File: src/scc_pkg.sv
// Shared types and constants for the scaled 3x3 convolution core.
// Holds line-store geometry, window and result types, register codes and scaling constants.
// No dependencies.
`timescale 1ns / 1ps

package scc_pkg;

    localparam int MAX_WIDTH = 128;
    localparam int COL_W = $clog2(MAX_WIDTH);
    localparam int WUSE_W = COL_W + 1;
    localparam int PIX_W = 8;
    localparam int ROW_W = 16;
    localparam int KREG_W = 24;
    localparam int IMG_W_W = 8;
    localparam int CFG_IDX_W = 3;
    localparam int OUT_W = 20;
    localparam int QUEUE_DEPTH = 16;

    localparam int PROD_W = 17;
    localparam int RSUM_W = 19;
    localparam int SUM_W = 21;
    localparam int T_W = 20;
    localparam int RECIP_W = 28;
    localparam int MUL_W = T_W + RECIP_W;
    localparam int SHIFT = 27;
    localparam int HI_W = MUL_W - SHIFT;

    // 128*S/125 + 2304 is taken as 128*(S + 300000)/125 - 304896 so that the
    // reciprocal multiply only sees positive values.
    localparam logic [SUM_W-1:0] T_BIAS = SUM_W'(300000);
    localparam logic [RECIP_W-1:0] RECIP = RECIP_W'(137438954);
    localparam logic [HI_W-1:0] Q_BIAS = HI_W'(304896);

    localparam logic [KREG_W-1:0] KERNEL_TOP_RST = 24'h00FF00;
    localparam logic [KREG_W-1:0] KERNEL_MID_RST = 24'hFF05FF;
    localparam logic [KREG_W-1:0] KERNEL_BOT_RST = 24'h00FF00;
    localparam logic [IMG_W_W-1:0] IMAGE_WIDTH_RST = 8'd100;
    localparam logic [ROW_W-1:0] IMAGE_HEIGHT_RST = 16'd100;

    typedef enum logic [CFG_IDX_W-1:0] {
        REG_KERNEL_TOP,
        REG_KERNEL_MID,
        REG_KERNEL_BOT,
        REG_IMAGE_WIDTH,
        REG_IMAGE_HEIGHT
    } cfg_reg_t;

    typedef logic [PIX_W-1:0] pix_t;
    typedef logic [2:0][2:0][PIX_W-1:0] win_t;
    typedef logic [2:0][KREG_W-1:0] kernel_t;

    typedef struct packed {
        logic valid;
        logic done;
    } tap_ctl_t;

    typedef struct packed {
        logic [OUT_W-1:0] value;
        logic done;
    } result_t;

endpackage

File: src/scc_line_store.sv
// Raster counters, the two-line pixel memory and the 3x3 window register.
// One memory entry per column holds both earlier rows; read on transfer, written back next cycle.
// Depends on scc_pkg.
`timescale 1ns / 1ps

module scc_line_store (
    input  logic                       clk,
    input  logic                       rst_n,
    input  logic                       accept,
    input  scc_pkg::pix_t              pixel,
    input  logic [scc_pkg::WUSE_W-1:0] width_use,
    input  logic [scc_pkg::ROW_W-1:0]  height_use,
    output logic                       item_produces,
    output scc_pkg::tap_ctl_t          tap_ctl,
    output scc_pkg::win_t              window
);
    import scc_pkg::*;

    logic [COL_W-1:0] col_reg;
    logic [COL_W-1:0] col_next;
    logic [ROW_W-1:0] row_reg;
    logic [ROW_W-1:0] row_next;
    logic [WUSE_W-1:0] col_ext;
    logic [WUSE_W-1:0] col_inc;
    logic [ROW_W:0] row_inc;
    logic item_done;

    logic [2*PIX_W-1:0] line_mem [MAX_WIDTH];
    logic [2*PIX_W-1:0] rd_data_reg;
    logic [COL_W-1:0] addr_reg;
    pix_t pix_reg;
    logic live_reg;
    logic produce_reg;
    logic done_reg;
    win_t window_reg;
    tap_ctl_t tap_ctl_reg;

    assign col_ext = {1'b0, col_reg};
    assign col_inc = col_ext + WUSE_W'(1);
    assign row_inc = {1'b0, row_reg} + (ROW_W + 1)'(1);

    assign item_produces = (row_reg >= ROW_W'(2)) && (col_reg >= COL_W'(2))
        && (col_ext < width_use) && (row_reg < height_use);
    assign item_done = (row_reg == height_use - ROW_W'(1))
        && (col_ext == width_use - WUSE_W'(1));

    always_comb
    begin
        col_next = col_reg;
        row_next = row_reg;
        if (col_inc >= width_use)
        begin
            col_next = '0;
            if (row_inc >= {1'b0, height_use})
            begin
                row_next = '0;
            end
            else
            begin
                row_next = row_inc[ROW_W-1:0];
            end
        end
        else
        begin
            col_next = col_inc[COL_W-1:0];
        end
    end

    always_ff @(posedge clk or negedge rst_n)
    begin
        if (!rst_n)
        begin
            col_reg <= '0;
            row_reg <= '0;
            live_reg <= 1'b0;
            tap_ctl_reg <= '0;
        end
        else
        begin
            if (accept)
            begin
                col_reg <= col_next;
                row_reg <= row_next;
            end
            live_reg <= accept;
            tap_ctl_reg.valid <= live_reg && produce_reg;
            tap_ctl_reg.done <= done_reg;
        end
    end

    // Consecutive items always use different columns, so the write-back of
    // one item never meets the read of the next at the same entry.
    always_ff @(posedge clk)
    begin
        if (accept)
        begin
            rd_data_reg <= line_mem[col_reg];
            addr_reg <= col_reg;
            pix_reg <= pixel;
            produce_reg <= item_produces;
            done_reg <= item_done;
        end
        if (live_reg)
        begin
            line_mem[addr_reg] <= {rd_data_reg[PIX_W-1:0], pix_reg};
        end
    end

    always_ff @(posedge clk)
    begin
        if (live_reg)
        begin
            for (int i = 0; i < 3; i++)
            begin
                window_reg[i][0] <= window_reg[i][1];
                window_reg[i][1] <= window_reg[i][2];
            end
            window_reg[0][2] <= rd_data_reg[2*PIX_W-1:PIX_W];
            window_reg[1][2] <= rd_data_reg[PIX_W-1:0];
            window_reg[2][2] <= pix_reg;
        end
    end

    assign tap_ctl = tap_ctl_reg;
    assign window = window_reg;

endmodule

File: src/scc_mac.sv
// Multiply-accumulate and fixed-point scaling pipeline for one 3x3 window.
// Stages: nine products, row sums, biased total, reciprocal multiply, final offset.
// Depends on scc_pkg.
`timescale 1ns / 1ps

module scc_mac (
    input  logic                clk,
    input  logic                rst_n,
    input  scc_pkg::tap_ctl_t   tap_ctl,
    input  scc_pkg::win_t       window,
    input  scc_pkg::kernel_t    kernel,
    output logic                res_valid,
    output scc_pkg::result_t    result
);
    import scc_pkg::*;

    localparam int STAGES = 5;

    logic signed [PROD_W-1:0] prod_reg [3][3];
    logic signed [RSUM_W-1:0] rsum_reg [3];
    logic [T_W-1:0] t_reg;
    logic [MUL_W-1:0] mul_reg;
    logic [OUT_W-1:0] q_reg;
    logic [SUM_W-1:0] total;
    logic [HI_W-1:0] q_wide;
    logic [STAGES-1:0] vld_reg;
    logic [STAGES-1:0] done_reg;

    always_ff @(posedge clk or negedge rst_n)
    begin
        if (!rst_n)
        begin
            vld_reg <= '0;
        end
        else
        begin
            vld_reg <= {vld_reg[STAGES-2:0], tap_ctl.valid};
        end
    end

    always_ff @(posedge clk)
    begin
        done_reg <= {done_reg[STAGES-2:0], tap_ctl.done};
    end

    always_ff @(posedge clk)
    begin
        for (int i = 0; i < 3; i++)
        begin
            for (int j = 0; j < 3; j++)
            begin
                prod_reg[i][j] <= PROD_W'($signed(kernel[i][j*PIX_W +: PIX_W]))
                    * PROD_W'($signed({1'b0, window[i][j]}));
            end
        end
    end

    always_ff @(posedge clk)
    begin
        for (int i = 0; i < 3; i++)
        begin
            rsum_reg[i] <= RSUM_W'(prod_reg[i][0]) + RSUM_W'(prod_reg[i][1])
                + RSUM_W'(prod_reg[i][2]);
        end
    end

    assign total = SUM_W'(rsum_reg[0]) + SUM_W'(rsum_reg[1]) + SUM_W'(rsum_reg[2]) + T_BIAS;
    assign q_wide = mul_reg[MUL_W-1:SHIFT] - Q_BIAS;

    always_ff @(posedge clk)
    begin
        t_reg <= total[T_W-1:0];
        mul_reg <= MUL_W'(t_reg) * MUL_W'(RECIP);
        q_reg <= q_wide[OUT_W-1:0];
    end

    assign res_valid = vld_reg[STAGES-1];
    assign result.value = q_reg;
    assign result.done = done_reg[STAGES-1];

endmodule

File: src/scc_out_queue.sv
// Result queue between the arithmetic pipeline and the output channel.
// Small register array with read and write pointers and an occupancy count.
// Depends on scc_pkg.
`timescale 1ns / 1ps

module scc_out_queue (
    input  logic             clk,
    input  logic             rst_n,
    input  logic             push,
    input  scc_pkg::result_t push_data,
    input  logic             pop,
    output logic             not_empty,
    output scc_pkg::result_t head
);
    import scc_pkg::*;

    localparam int PTR_W = $clog2(QUEUE_DEPTH);
    localparam int CNT_W = $clog2(QUEUE_DEPTH + 1);

    result_t slot_reg [QUEUE_DEPTH];
    logic [PTR_W-1:0] wr_ptr_reg;
    logic [PTR_W-1:0] rd_ptr_reg;
    logic [CNT_W-1:0] count_reg;
    logic do_pop;

    assign not_empty = (count_reg != '0);
    assign do_pop = pop && not_empty;
    assign head = slot_reg[rd_ptr_reg];

    always_ff @(posedge clk or negedge rst_n)
    begin
        if (!rst_n)
        begin
            wr_ptr_reg <= '0;
            rd_ptr_reg <= '0;
            count_reg <= '0;
        end
        else
        begin
            if (push)
            begin
                wr_ptr_reg <= wr_ptr_reg + PTR_W'(1);
            end
            if (do_pop)
            begin
                rd_ptr_reg <= rd_ptr_reg + PTR_W'(1);
            end
            count_reg <= count_reg + CNT_W'(push) - CNT_W'(do_pop);
        end
    end

    always_ff @(posedge clk)
    begin
        if (push)
        begin
            slot_reg[wr_ptr_reg] <= push_data;
        end
    end

endmodule

File: src/scaled_3x3_convolution_core.sv
// Top level of the scaled 3x3 convolution core: configuration registers,
// flow control and the line store, arithmetic pipeline and result queue.
// Depends on scc_pkg, scc_line_store, scc_mac and scc_out_queue.
//
// Channel   Direction  Signals                               Transfer when
// input     in         pixel, in_valid, in_ready             in_valid && in_ready
// output    out        filtered_value, frame_done,           out_valid && out_ready
//                      out_valid, out_ready
// config    in         cfg_wr_en, cfg_index, cfg_wdata       cfg_wr_en
//
// One pixel per clock while in_ready is high; out_valid rises once a result is queued.
// The line memory is read in the transfer cycle and written back in the next one.
// Up to sixteen results may be outstanding; in_ready falls only when all sixteen
// are in flight or queued, and rises again with the next output transfer.
// Reset clears counters, pipeline valids and the queue; the memory needs no clearing.
`timescale 1ns / 1ps

module scaled_3x3_convolution_core (
    input  logic                          clk,
    input  logic                          rst_n,
    input  logic [7:0]                    pixel,
    input  logic                          in_valid,
    output logic                          in_ready,
    output logic [19:0]                   filtered_value,
    output logic                          frame_done,
    output logic                          out_valid,
    input  logic                          out_ready,
    input  logic                          cfg_wr_en,
    input  logic [scc_pkg::CFG_IDX_W-1:0] cfg_index,
    input  logic [scc_pkg::KREG_W-1:0]    cfg_wdata
);
    import scc_pkg::*;

    localparam int PEND_W = $clog2(QUEUE_DEPTH + 1);

    logic [KREG_W-1:0] kernel_top_reg;
    logic [KREG_W-1:0] kernel_mid_reg;
    logic [KREG_W-1:0] kernel_bot_reg;
    logic [IMG_W_W-1:0] image_width_reg;
    logic [ROW_W-1:0] image_height_reg;
    logic [PEND_W-1:0] pending_reg;
    logic [PEND_W-1:0] pending_next;

    logic [WUSE_W-1:0] width_use;
    logic [ROW_W-1:0] height_use;
    logic accept;
    logic out_xfer;
    logic item_produces;
    tap_ctl_t tap_ctl;
    win_t window;
    kernel_t kernel;
    logic res_valid;
    result_t result;
    result_t head;

    always_ff @(posedge clk or negedge rst_n)
    begin
        if (!rst_n)
        begin
            kernel_top_reg <= KERNEL_TOP_RST;
            kernel_mid_reg <= KERNEL_MID_RST;
            kernel_bot_reg <= KERNEL_BOT_RST;
            image_width_reg <= IMAGE_WIDTH_RST;
            image_height_reg <= IMAGE_HEIGHT_RST;
        end
        else if (cfg_wr_en)
        begin
            unique case (cfg_reg_t'(cfg_index))
                REG_KERNEL_TOP:   kernel_top_reg <= cfg_wdata;
                REG_KERNEL_MID:   kernel_mid_reg <= cfg_wdata;
                REG_KERNEL_BOT:   kernel_bot_reg <= cfg_wdata;
                REG_IMAGE_WIDTH:  image_width_reg <= cfg_wdata[IMG_W_W-1:0];
                REG_IMAGE_HEIGHT: image_height_reg <= cfg_wdata[ROW_W-1:0];
                default: ;
            endcase
        end
    end

    always_comb
    begin
        if (image_width_reg < IMG_W_W'(3))
        begin
            width_use = WUSE_W'(3);
        end
        else if (32'(image_width_reg) > MAX_WIDTH)
        begin
            width_use = WUSE_W'(MAX_WIDTH);
        end
        else
        begin
            width_use = WUSE_W'(image_width_reg);
        end
    end

    assign height_use = (image_height_reg < ROW_W'(3)) ? ROW_W'(3) : image_height_reg;
    assign kernel = {kernel_bot_reg, kernel_mid_reg, kernel_top_reg};

    assign in_ready = (pending_reg != PEND_W'(QUEUE_DEPTH));
    assign accept = in_valid && in_ready;
    assign out_xfer = out_valid && out_ready;
    assign pending_next = pending_reg + PEND_W'(accept && item_produces) - PEND_W'(out_xfer);

    always_ff @(posedge clk or negedge rst_n)
    begin
        if (!rst_n)
        begin
            pending_reg <= '0;
        end
        else
        begin
            pending_reg <= pending_next;
        end
    end

    scc_line_store u_line_store (
        .clk           (clk),
        .rst_n         (rst_n),
        .accept        (accept),
        .pixel         (pixel),
        .width_use     (width_use),
        .height_use    (height_use),
        .item_produces (item_produces),
        .tap_ctl       (tap_ctl),
        .window        (window)
    );

    scc_mac u_mac (
        .clk       (clk),
        .rst_n     (rst_n),
        .tap_ctl   (tap_ctl),
        .window    (window),
        .kernel    (kernel),
        .res_valid (res_valid),
        .result    (result)
    );

    scc_out_queue u_out_queue (
        .clk       (clk),
        .rst_n     (rst_n),
        .push      (res_valid),
        .push_data (result),
        .pop       (out_ready),
        .not_empty (out_valid),
        .head      (head)
    );

    assign filtered_value = head.value;
    assign frame_done = head.done;

endmodule

File: config.mk
export PLATFORM = sky130hd
export DESIGN_NAME = scaled_3x3_convolution_core
export DESIGN_NICKNAME = d
export VERILOG_FILES = /design/src/scc_pkg.sv /design/src/scc_line_store.sv /design/src/scc_mac.sv /design/src/scc_out_queue.sv /design/src/scaled_3x3_convolution_core.sv
export SDC_FILE = /design/constraint.sdc
export NUM_CORES = 2
export LEC_CHECK = 0
export BUFFER_PORTS_ARGS = -buffer_cell sky130_fd_sc_hd__buf_2
export CAP_MARGIN = 20
export CELL_PAD_IN_SITES_DETAIL_PLACEMENT = 1
export CELL_PAD_IN_SITES_GLOBAL_PLACEMENT = 1
export CORE_MARGIN = 2
export CORE_UTILIZATION = 40
export DETAILED_ROUTE_END_ITERATION = 16
export GPL_TIMING_DRIVEN = 0
export HOLD_SLACK_MARGIN = 0.05
export PLACE_DENSITY_LB_ADDON = 0.15
export SYNTH_ARGS = -nofsm -noshare
export SYNTH_HDL_FRONTEND = slang
export SYNTH_SLANG_ARGS = --single-unit
File: constraint.sdc
create_clock -name clk -period 8.7 [get_ports clk]
set_clock_uncertainty 0.15 [all_clocks]
set_input_delay 0.435 -clock clk [delete_from_list [all_inputs] [get_ports clk]]
set_output_delay 0.435 -clock clk [all_outputs]
set_load 0.01 [all_outputs]
==> flow_summary.toml <==
[run_status]
outcome = "finished clean"

[timing]
finalHoldViolCount = 0
worst_hold_slack_ns = 0.104
slew_violations = 0
maxSlewHeadroom_pct = 15.6
finalCritPeriodShare_pct = 92.1
worst_pin_slew_ns = 1.27
finalSetupViolCount = 0
grt_setup_unrepaired = "false"
tns_ns = 0
max_freq_mhz = 125
fin_crit_ns = 8.01

[hold_path]
hold_path.class = "input pin to flop"
min_from = "in_valid"

[synth]
yosys.area.top_type = "edfxtp_1"
synth_cell_types = 68
syn-num-nets = 10400
ys.flop_type = "edfxtp_1"
async_flop_share_pct = 4.98
synth_edf_count = 2489
yosys-top-cells-area = "edfxtp_1 54%, fa_1 8.1%, ha_1 6.9%, mux4_2 6.2%, dfxtp_1 4.0%"
ys_seq_elements = 2909
ys_seq_area_share_pct = 60.3
synthCells = 9019
yosysWarnings = 0
synth_area_mm2 = 0.139
synth.avg_cell_area_um2 = 15.4
synth_top_cell_area_share_pct = 53.7

[setup_path]
worstSetupStartpointType = "flop"
end_kind = "flop"
critPathMaxFanout = 9
crit_start = "u_mac.t_reg[9]"
worstPathRequired_ns = 9.38
cp.arrival_ns = 8.69
crit_chain = "inv_1 -> ha_1 -> fa_1 -> inv_1 -> fa_1 -> inv_1 -> fa_1 -> fa_1 -> inv_1 -> fa_1 -> fa_1 -> ha_1 -> a21o_1 -> a211oi_2 -> o311ai_1 -> o21ai_1 -> a211oi_1 -> or4_4 -> a21oi_4 -> o221ai_2 -> or4_4 -> a31oi_2 -> xnor2_1"
r2r_start = "u_mac.t_reg[9]"
slowest_stage = "dfxtp_1"
cpMostUsedCell = "fa_1"
max_stage_delay_ns = 0.73
path_class = "flop to flop"

[finish]
fin_nets = 11100
largest_reg_flops = 2048
fillers = 33700
seqCellArea_mm2 = 0.0839
drive_above_1_share_pct = 15.4
finish.utilization_pct = 46.8
design_area_mm2 = 0.162
final_cell_mix = "2489 x edfxtp_1, 890 x inv_1, 768 x ha_1"
area.growth.synth_to_final_pct = 16.4
multiInputGateArea_mm2 = 0.0512
final_common_cell = "edfxtp_1"

[global_route]
track_usage_pct = 23.6
overflow = 0
grt_pass1_vias = 86300
grt_first_pass_wirelength_mm = 609
antenna_found_initial = 13
grt_max_degree = 80

[drt]
ant_nets = 0
wl_mm = 417
first_iter_violations = 6621
vias_per_cell = 5.51
vias = 80300
wire_per_inst_um = 28.6
drc = 0
drtPass1Iterations = 6

[cts]
path_clk_slew_ns = 0.06
numCtsBuffers = 326
cts_sinks = 2909
cts_max_level = 5
cts_tree = "built"
post_cts_buffers = 0
cts_max_path_buffers = 4
cts-root-buf = "clkbuf_16"
clkLatencyLatePin_ns = 0.97

[placed_design]
port_buffers = 62
place_congestion = 0.913
dpl-instance-area_mm2 = 0.151
hpwl_mm = 308

[floorplanning]
die_area_mm2 = 0.353
rows = 216
die_w_um = 594
core_mm2 = 0.346
pin_count = 63
dieHeight_um = 594
start_util_pct = 40.2

[flow_run]
max-cap-violations = 0
[area by class of cell]
class | instances | share of cell area [%]
antenna | 8 | 0.0123
timing repair buffer | 379 | 3.74
sequential | 2909 | 51.8
multi-input combinational | 4901 | 31.6
buffer | 313 | 0.778
inverter | 896 | 2.08
clock inverter | 174 | 1.12
clock buffer | 420 | 5.42
tap | 4578 | 3.53
[cells in the mapped netlist (75+ instances only)]
master / instances
a21oi_1: 264
and2_1: 326
clkbuf_1: 204
dfrtp_1: 105
dfxtp_1: 275
edfxtp_1: 2489
fa_1: 561
ha_1: 768
inv_1: 890
mux2_2: 75
mux2i_1: 483
mux4_2: 382
nand2_1: 336
nand2b_1: 107
nor2_1: 357
nor3_1: 83
o21ai_0: 175
o221ai_1: 238
o22ai_1: 127
xnor2_1: 169
[path summary, 6_finish.rpt]
path                                                 to  slack, ns  cells after the start
worst max register to register        u_mac.mul_reg[46]       0.69                     23
min in group asynchronous             kernel_mid_reg[4]       0.17                      2
worst min-delay path            u_line_store.col_reg[1]       0.10                      3
worst max-delay path                  u_mac.mul_reg[46]       0.69                     23
worst min register to register           u_mac.q_reg[7]       0.18                      0
max in group asynchronous            kernel_mid_reg[16]       7.67                      3
[repair_timing]
item,4_1_cts,5_1_grt
hold endpoints to repair,204,0
gates resized for setup,0,0
hold buffers,41,0
[worst max-delay path: cells and delay by family (launching register included)]
kind | cells | cell delay (ns)
AOI/OAI and AO/OA | 8 | 1.80
xor gates and xnor gates | 1 | 0.15
adders and majority gates | 8 | 3.80
buffers and inverters | 4 | 0.38
DFF | 1 | 0.73
and+or+nand+nor | 2 | 0.95
[metrics by stage]
step / worst slack (ns) / cells
final: 0.688 / 14600
after global routing: 0.278 / 14600
after CTS: 0.498 / 14600
after detailed placement: 0.483 / 13900
after global placement: 0.622 / 13700
after floorplan: 1.96 / 9019
[kinds of logic after synthesis]
logic type               count (synthesis)  share of synthesized area [%]
adder cells (fa/ha/maj)               1329                           15.0
XOR/XNOR                               228                           1.43
multiplexers                           940                           10.3
AO/OA/AOI/OAI                         1045                           5.00
flip-flops                            2909                           60.3
AND/OR/NAND/NOR                       1359                           4.76
buffers and inverters                 1209                           3.32
[routing by layer]
| metal | share of wire [%] | wire (um) | global-route usage [%] |
|---|---|---|---|
| met1 | 42 | 177000 | 31.7 |
| met2 | 48 | 201000 | 39.0 |
| met3 | 5.4 | 22600 | 3.18 |
| met4 | 3.9 | 16400 | 8.50 |
| met5 | 0.0034 | 14 | 0 |
Power is not shown: default switching activity piles up to over one toggle a cycle in this logic, so the estimate is an artifact.
